`config.mk`:
```
export PLATFORM = sky130hd
export DESIGN_NAME = record_led_indicator_unit
export DESIGN_NICKNAME = d
export VERILOG_FILES = /design/src/rtl/rli_pkg.sv /design/src/rtl/record_led_indicator_unit.sv /design/src/rtl/rli_bright.sv /design/src/rtl/rli_core.sv
export SDC_FILE = /design/constraint.sdc
export NUM_CORES = 1
export LEC_CHECK = 0
export BUFFER_PORTS_ARGS = -buffer_cell sky130_fd_sc_hd__buf_2
export CAP_MARGIN = 5
export CORE_MARGIN = 2
export CORE_UTILIZATION = 59
export DETAILED_ROUTE_END_ITERATION = 10
export PLACE_DENSITY = 0.87
export REMOVE_ABC_BUFFERS = 1
export SKIP_LAST_GASP = 1
export SYNTH_ARGS = -nofsm -noshare
export SYNTH_HDL_FRONTEND = slang
export SYNTH_SLANG_ARGS = --single-unit
export TNS_END_PERCENT = 100
```
`constraint.sdc`:
```
create_clock -name clk -period 11.1 [get_ports clk]
set_input_delay 2.22 -clock clk [delete_from_list [all_inputs] [get_ports clk]]
set_output_delay 2.22 -clock clk [all_outputs]
set_load 0.02 [all_outputs]
```
`src/rtl/rli_pkg.sv`:
```
package rli_pkg;

    typedef enum logic [2:0] {
        KIND_TICK      = 3'd0,
        KIND_SET_REC   = 3'd1,
        KIND_COUNTDOWN = 3'd2,
        KIND_SET_LEVEL = 3'd3,
        KIND_SET_CLIP  = 3'd4
    } kind_t;

    localparam int CFG_BITS       = 16;
    localparam int CFG_INDEX_BITS = 2;

    localparam logic [CFG_INDEX_BITS-1:0] CFG_FLASH_INTERVAL = 2'd0;
    localparam logic [CFG_INDEX_BITS-1:0] CFG_CLIP_HOLD      = 2'd1;

    localparam logic [CFG_BITS-1:0] FLASH_INTERVAL_RESET = 16'd250;
    localparam logic [CFG_BITS-1:0] CLIP_HOLD_RESET      = 16'd500;

    // Level is unsigned Q1.15; 328 is the first code above 0.01.
    localparam logic [15:0] LEVEL_ONE         = 16'd32768;
    localparam logic [15:0] LEVEL_MIN_VISIBLE = 16'd328;
    localparam logic [7:0]  MIN_BRIGHT        = 8'd10;
    localparam logic [7:0]  BRIGHT_FULL       = 8'd255;
    localparam logic [7:0]  BRIGHT_OFF        = 8'd0;

    typedef struct packed {
        logic [2:0]  kind;
        logic        flag;
        logic [7:0]  flash_count;
        logic [15:0] level;
    } item_t;

    typedef struct packed {
        logic                      en;
        logic [CFG_INDEX_BITS-1:0] index;
        logic [CFG_BITS-1:0]       data;
    } cfg_wr_t;

    typedef struct packed {
        logic blue;
        logic [7:0] pink;
    } leds_t;

    typedef struct packed {
        logic recording;
        logic countdown;
        logic clip;
    } status_t;

endpackage

```
`src/rtl/record_led_indicator_unit.sv`:
```
// A transaction accepted at a clock edge is registered, processed at the first edge
// at which the result register may advance; its result is valid from that edge on.
// Throughput: one transaction per cycle unless stalled, set by one update per item.
// Reset (rst_n, asynchronous, active low) clears time, countdown, clip and LED state
// and loads the flash interval with 250 ms and the clip hold with 500 ms.
module record_led_indicator_unit #(
    parameter int TIME_BITS     = 32,
    parameter int BLINK_HALF_MS = 100
) (
    input  logic                               clk,
    input  logic                               rst_n,
    input  logic                               in_valid,
    output logic                               in_stall,
    input  logic [2:0]                         kind,
    input  logic                               flag,
    input  logic [7:0]                         flash_count,
    input  logic [15:0]                        level,
    output logic                               out_valid,
    input  logic                               out_stall,
    output logic                               blue_on,
    output logic [7:0]                         pink_level,
    input  logic                               cfg_we,
    input  logic [rli_pkg::CFG_INDEX_BITS-1:0] cfg_index,
    input  logic [rli_pkg::CFG_BITS-1:0]       cfg_data
);

    logic             in_valid_reg;
    rli_pkg::item_t   item_reg;
    logic             out_valid_reg;
    logic             advance;
    logic             exec;
    rli_pkg::cfg_wr_t cfg_wr;
    rli_pkg::leds_t   leds;
    rli_pkg::status_t status;

    // The held LED state is the result register; it moves only when the
    // previous result has been taken or was never there.
    assign advance  = !out_valid_reg || !out_stall;
    assign exec     = in_valid_reg && advance;
    assign in_stall = in_valid_reg && !advance;

    assign cfg_wr.en    = cfg_we;
    assign cfg_wr.index = cfg_index;
    assign cfg_wr.data  = cfg_data;

    always_ff @(posedge clk or negedge rst_n)
    begin
        if (!rst_n)
        begin
            in_valid_reg  <= 1'b0;
            out_valid_reg <= 1'b0;
        end
        else
        begin
            if (!in_stall)
            begin
                in_valid_reg <= in_valid;
            end
            if (advance)
            begin
                out_valid_reg <= in_valid_reg;
            end
        end
    end

    always_ff @(posedge clk)
    begin
        if (in_valid && !in_stall)
        begin
            item_reg.kind        <= kind;
            item_reg.flag        <= flag;
            item_reg.flash_count <= flash_count;
            item_reg.level       <= level;
        end
    end

    rli_core #(
        .TIME_BITS     (TIME_BITS),
        .BLINK_HALF_MS (BLINK_HALF_MS)
    ) u_core (
        .clk    (clk),
        .rst_n  (rst_n),
        .exec   (exec),
        .item   (item_reg),
        .cfg_wr (cfg_wr),
        .leds   (leds),
        .status (status)
    );

    assign out_valid  = out_valid_reg;
    assign blue_on    = leds.blue;
    assign pink_level = leds.pink;

    a_exec_gives_result: assert property (@(posedge clk) disable iff (!rst_n)
        exec |=> out_valid_reg)
        else $error("processed transaction did not produce a result");

    a_stall_only_when_full: assert property (@(posedge clk) disable iff (!rst_n)
        in_stall |-> (in_valid_reg && out_valid_reg && out_stall))
        else $error("input stalled without a pending transaction");

    a_blue_has_owner: assert property (@(posedge clk) disable iff (!rst_n)
        leds.blue |-> (status.recording || status.countdown))
        else $error("recording LED lit with neither recording nor countdown");

endmodule

```
`src/rtl/rli_bright.sv`:
```
module rli_bright (
    input  logic [15:0] level,
    output logic [7:0]  bright
);

    logic [15:0] level_sat;
    logic [30:0] square;
    logic [38:0] scaled;
    logic [7:0]  raw;

    assign level_sat = (level > rli_pkg::LEVEL_ONE) ? rli_pkg::LEVEL_ONE : level;
    assign square    = {15'd0, level_sat} * {15'd0, level_sat};
    // Multiplying by 255 is a shift and a subtract.
    assign scaled    = {square, 8'd0} - {8'd0, square};
    assign raw       = scaled[37:30];

    always_comb
    begin
        if (level_sat >= rli_pkg::LEVEL_MIN_VISIBLE && raw < rli_pkg::MIN_BRIGHT)
        begin
            bright = rli_pkg::MIN_BRIGHT;
        end
        else
        begin
            bright = raw;
        end
    end

endmodule

```
`src/rtl/rli_core.sv`:
```
module rli_core #(
    parameter int TIME_BITS     = 32,
    parameter int BLINK_HALF_MS = 100
) (
    input  logic              clk,
    input  logic              rst_n,
    input  logic              exec,
    input  rli_pkg::item_t    item,
    input  rli_pkg::cfg_wr_t  cfg_wr,
    output rli_pkg::leds_t    leds,
    output rli_pkg::status_t  status
);

    localparam int HC_BITS = $clog2(BLINK_HALF_MS);

    logic [rli_pkg::CFG_BITS-1:0] flash_interval_reg;
    logic [rli_pkg::CFG_BITS-1:0] clip_hold_reg;

    logic [TIME_BITS-1:0] now_reg, now_next;
    logic [HC_BITS-1:0]   hc_reg, hc_next;
    logic                 bp_reg, bp_next;
    logic                 rec_reg, rec_next;
    logic                 cd_reg, cd_next;
    logic [7:0]           fl_reg, fl_next;
    logic [TIME_BITS-1:0] last_toggle_reg, last_toggle_next;
    logic                 fp_reg, fp_next;
    logic [7:0]           bright_reg, bright_next;
    logic                 clip_reg, clip_next;
    logic [TIME_BITS-1:0] clip_start_reg, clip_start_next;
    logic                 blue_reg, blue_next;
    logic [7:0]           pink_reg, pink_next;

    logic [7:0]           item_bright;
    logic [TIME_BITS-1:0] now_inc;
    logic [HC_BITS:0]     hc_inc;
    logic [TIME_BITS-1:0] toggle_elapsed;
    logic [TIME_BITS-1:0] clip_elapsed;

    rli_bright u_bright (
        .level  (item.level),
        .bright (item_bright)
    );

    assign now_inc        = now_reg + TIME_BITS'(1);
    assign hc_inc         = {1'b0, hc_reg} + (HC_BITS+1)'(1);
    assign toggle_elapsed = now_inc - last_toggle_reg;
    assign clip_elapsed   = now_inc - clip_start_reg;

    always_ff @(posedge clk or negedge rst_n)
    begin
        if (!rst_n)
        begin
            flash_interval_reg <= rli_pkg::FLASH_INTERVAL_RESET;
            clip_hold_reg      <= rli_pkg::CLIP_HOLD_RESET;
        end
        else if (cfg_wr.en)
        begin
            if (cfg_wr.index == rli_pkg::CFG_FLASH_INTERVAL)
            begin
                flash_interval_reg <= cfg_wr.data;
            end
            else if (cfg_wr.index == rli_pkg::CFG_CLIP_HOLD)
            begin
                clip_hold_reg <= cfg_wr.data;
            end
        end
    end

    always_comb
    begin
        now_next         = now_reg;
        hc_next          = hc_reg;
        bp_next          = bp_reg;
        rec_next         = rec_reg;
        cd_next          = cd_reg;
        fl_next          = fl_reg;
        last_toggle_next = last_toggle_reg;
        fp_next          = fp_reg;
        bright_next      = bright_reg;
        clip_next        = clip_reg;
        clip_start_next  = clip_start_reg;
        blue_next        = blue_reg;
        pink_next        = pink_reg;

        if (exec)
        begin
            unique case (rli_pkg::kind_t'(item.kind))
                rli_pkg::KIND_TICK:
                begin
                    now_next = now_inc;
                    // The phase counter restarts whenever the time wraps to zero.
                    if (now_inc == '0)
                    begin
                        hc_next = '0;
                        bp_next = 1'b0;
                    end
                    else if (hc_inc >= (HC_BITS+1)'(BLINK_HALF_MS))
                    begin
                        hc_next = '0;
                        bp_next = !bp_reg;
                    end
                    else
                    begin
                        hc_next = hc_inc[HC_BITS-1:0];
                    end

                    if (cd_reg && toggle_elapsed > TIME_BITS'(flash_interval_reg))
                    begin
                        fp_next          = !fp_reg;
                        blue_next        = !fp_reg;
                        last_toggle_next = now_inc;
                        // An off-phase uses up one flash; the countdown ends at zero.
                        if (fp_reg)
                        begin
                            if (fl_reg <= 8'd1)
                            begin
                                fl_next   = '0;
                                cd_next   = 1'b0;
                                blue_next = 1'b0;
                            end
                            else
                            begin
                                fl_next = fl_reg - 8'd1;
                            end
                        end
                    end

                    if (rec_reg)
                    begin
                        if (clip_reg)
                        begin
                            pink_next = !bp_next ? rli_pkg::BRIGHT_FULL : rli_pkg::BRIGHT_OFF;
                            if (clip_elapsed > TIME_BITS'(clip_hold_reg))
                            begin
                                clip_next = 1'b0;
                            end
                        end
                        else
                        begin
                            pink_next = bright_reg;
                        end
                    end
                end
                rli_pkg::KIND_SET_REC:
                begin
                    rec_next  = item.flag;
                    cd_next   = 1'b0;
                    blue_next = item.flag;
                    if (!item.flag)
                    begin
                        pink_next = rli_pkg::BRIGHT_OFF;
                    end
                end
                rli_pkg::KIND_COUNTDOWN:
                begin
                    cd_next          = 1'b1;
                    fl_next          = item.flash_count;
                    last_toggle_next = now_reg;
                    fp_next          = 1'b1;
                    blue_next        = 1'b1;
                end
                rli_pkg::KIND_SET_LEVEL:
                begin
                    bright_next = item_bright;
                    if (rec_reg && !clip_reg)
                    begin
                        pink_next = item_bright;
                    end
                end
                rli_pkg::KIND_SET_CLIP:
                begin
                    if (item.flag && !clip_reg)
                    begin
                        clip_next       = 1'b1;
                        clip_start_next = now_reg;
                    end
                    else if (!item.flag)
                    begin
                        clip_next = 1'b0;
                    end
                end
                default:
                begin
                end
            endcase
        end
    end

    always_ff @(posedge clk or negedge rst_n)
    begin
        if (!rst_n)
        begin
            now_reg         <= '0;
            hc_reg          <= '0;
            bp_reg          <= 1'b0;
            rec_reg         <= 1'b0;
            cd_reg          <= 1'b0;
            fl_reg          <= '0;
            last_toggle_reg <= '0;
            fp_reg          <= 1'b0;
            bright_reg      <= '0;
            clip_reg        <= 1'b0;
            clip_start_reg  <= '0;
            blue_reg        <= 1'b0;
            pink_reg        <= '0;
        end
        else
        begin
            now_reg         <= now_next;
            hc_reg          <= hc_next;
            bp_reg          <= bp_next;
            rec_reg         <= rec_next;
            cd_reg          <= cd_next;
            fl_reg          <= fl_next;
            last_toggle_reg <= last_toggle_next;
            fp_reg          <= fp_next;
            bright_reg      <= bright_next;
            clip_reg        <= clip_next;
            clip_start_reg  <= clip_start_next;
            blue_reg        <= blue_next;
            pink_reg        <= pink_next;
        end
    end

    assign leds.blue        = blue_reg;
    assign leds.pink        = pink_reg;
    assign status.recording = rec_reg;
    assign status.countdown = cd_reg;
    assign status.clip      = clip_reg;

endmodule
```
==> results.sh <==
export IMPL_root_buffer="clkbuf_16"
export IMPL_cts_sinks=195
export IMPL_cp_required_ps=11470
export IMPL_ys_flop_type="dfrtp_1"
export IMPL_crit_family="adder cells"
export IMPL_start_util_pct=59.8
export IMPL_path_buf_inv=4
export IMPL_tns_ps=0
export IMPL_core_mm2=0.0377
export IMPL_layout_drive_gt1_share_pct=8.13
export IMPL_synth_edff_count=28
export IMPL_fin_crit_sh_pct=89.4
export IMPL_rows=71
export IMPL_critPathMaxFanout=19
export IMPL_wl_um=57200
export IMPL_yosys_cell_types_count=109
export IMPL_max_slew_margin_rel_pct=25.7
export IMPL_nets=3014
export IMPL_drc=0
export IMPL_grt_max_degree=98
export IMPL_viasPerCell=6.05
export IMPL_slew_viol_final=0
export IMPL_cts_tree="yes"
export IMPL_yosysWarnings=0
export IMPL_grt_pass1_wl_um=94200
export IMPL_gp_congestion=0.971
export IMPL_synth_commonest_cells="inv_1 (367), nand2_1 (241), ha_1 (219)"
export IMPL_hold_viol_final=0
export IMPL_overflow=0
export IMPL_grt_pass1_vias=18871
export IMPL_worst_pin_slew_ps=1110
export IMPL_cpMostUsedCell="fa_1"
export IMPL_syn_cell_area_mm2=0.0225
export IMPL_hold_path_class="reg -> reg"
export IMPL_die_area_mm2=0.0397
export IMPL_fp_dieH_um=199
export IMPL_drtIter0Drc=1615
export IMPL_finalNonFillerCells=3106
export IMPL_cts_buffer_depth=2
export IMPL_dpl_worst_slack_ps=1280
export IMPL_crit_type="reg -> reg"
export IMPL_outcome="finished clean"
export IMPL_cts_resized=0
export IMPL_ioPinCount=62
export IMPL_fin_crit_ps=9920
export IMPL_critPathSlowestCell="nor2b_1"
export IMPL_syn_inst=2576
export IMPL_htreeDepth=4
export IMPL_insertion_delay_ps=480
export IMPL_postCtsHoldBufs=0
export IMPL_synth_area_top_cells="dfrtp_1 (17%), fa_1 (14%), ha_1 (12%), inv_1 (6.1%), xnor2_1 (4.7%)"
export IMPL_crit_arrival_ps=10290
export IMPL_port_buffers=61
export IMPL_syn_to_final_growth_pct=5.48
export IMPL_setup_ws_ps=1180
export IMPL_synth_top_area_share_pct=17.2
export IMPL_async_reset_ff_share_pct=85.6
export IMPL_n_fill_cell=3099
export IMPL_vias=18798
export IMPL_cts_setup_buffers=0
export IMPL_dp_cells=3074
export IMPL_fmax_mhz=101
export IMPL_path_clk_slew_ps=90
export IMPL_setup_violations=0
export IMPL_hpwl_um=44800
export IMPL_cts_buffers=17
export IMPL_cp_start_kind="flip-flop"
export IMPL_antenna_found_initial=2
export IMPL_rsz0062_at_grt="no"
export IMPL_drt_pre_antenna_iters=7
export IMPL_fin_skew_ps=20.1
export IMPL_cp_end_kind="flip-flop"
export IMPL_die_x_um=199
export IMPL_diodes=0
export IMPL_ys_seq_elements=195
export IMPL_grt_usage_pct=29.9
export IMPL_fin_util_pct=63.1
export IMPL_syn_avg_cell_area_um2=8.74
export IMPL_wire_per_inst_um=18.4
export IMPL_seq_area_frac_synth_pct=22.4
export IMPL_synth_most_common_cell="inv_1"
export IMPL_drv_cap=0
export IMPL_crit_path_max_incr_delay_ps=890
export IMPL_synth_top_area_cell="dfrtp_1"
export IMPL_ant_nets=0
metrics by stage:
stage | instance area [um2] | hold slack, ps
2_1_floorplan | 22000 | 451
3_3_place_gp | 23100 | 469
3_5_place_dp | 23100 | 472
4_1_cts | 23800 | 492
5_1_grt | 23800 | 525
6_report | 23800 | 487
worst min-delay path, cell delays in order (launching register included):
cell	delay, ps
dfrtp_1	350
nand2_1	40
o21ai_0	60
layer usage:
| layer | up-vias | track usage (%) | wire length [um] |
|---|---|---|---|
| met2 | 835 | 49.0 | 27200 |
| met4 | 2 | 11.3 | 1900 |
| met5 | - | 0 | 15 |
| met3 | 168 | 5.42 | 4460 |
| met1 | 9100 | 39.7 | 23700 |
| li1 | 8693 | - | - |
area by class of cell:
class                      instances  area (um2)  share of cell area [%]
clock inverter                    14         185                   0.780
inverter                         368        1390                    5.87
tap                              511         639                    2.69
sequential                       195        5030                    21.2
timing repair buffer              77         432                    1.82
clock buffer                      18         429                    1.81
multi-input combinational       1923       15600                    65.8
cells by family (layout without fill, tap and decap cells):
family	after synthesis	in the layout	synth area share [%]
AND/OR/NAND/NOR	735	735	16.1
AO/OA/AOI/OAI	535	535	15.9
buffers and inverters	478	477	8.67
adder cells (fa/ha/maj)	382	382	26.6
flip-flops	195	195	22.4
XOR/XNOR	181	181	7.10
multiplexers	68	68	3.17
other	2	22	0.0334
path summary, 6_finish.rpt:
kind                                      start  slack [ps]  cells after the start                           end
max reg2reg                        item_reg[15]        1180                     31            u_core.pink_reg[2]
max                                item_reg[15]        1180                     31            u_core.pink_reg[2]
min reg2reg                u_core.bright_reg[5]         490                      2          u_core.bright_reg[5]
min                        u_core.bright_reg[5]         490                      2          u_core.bright_reg[5]
min in group asynchronous                 rst_n        1820                      1  u_core.flash_interval_reg[0]
max in group asynchronous                 rst_n        7810                      2     u_core.last_toggle_reg[5]
layout by cell type (no fill, tap or decap), types with 62 or more instances in the layout:
cell type,n
inv_1,367
nand2_1,241
ha_1,219
fa_1,162
dfrtp_1,155
nor2_1,148
o21ai_0,144
xnor2_1,120
a21oi_1,114
a21o_1,62
Power is left out: the tool's default activity adds up to more than one toggle a clock period on the data nets, which glitch-free logic cannot reach.
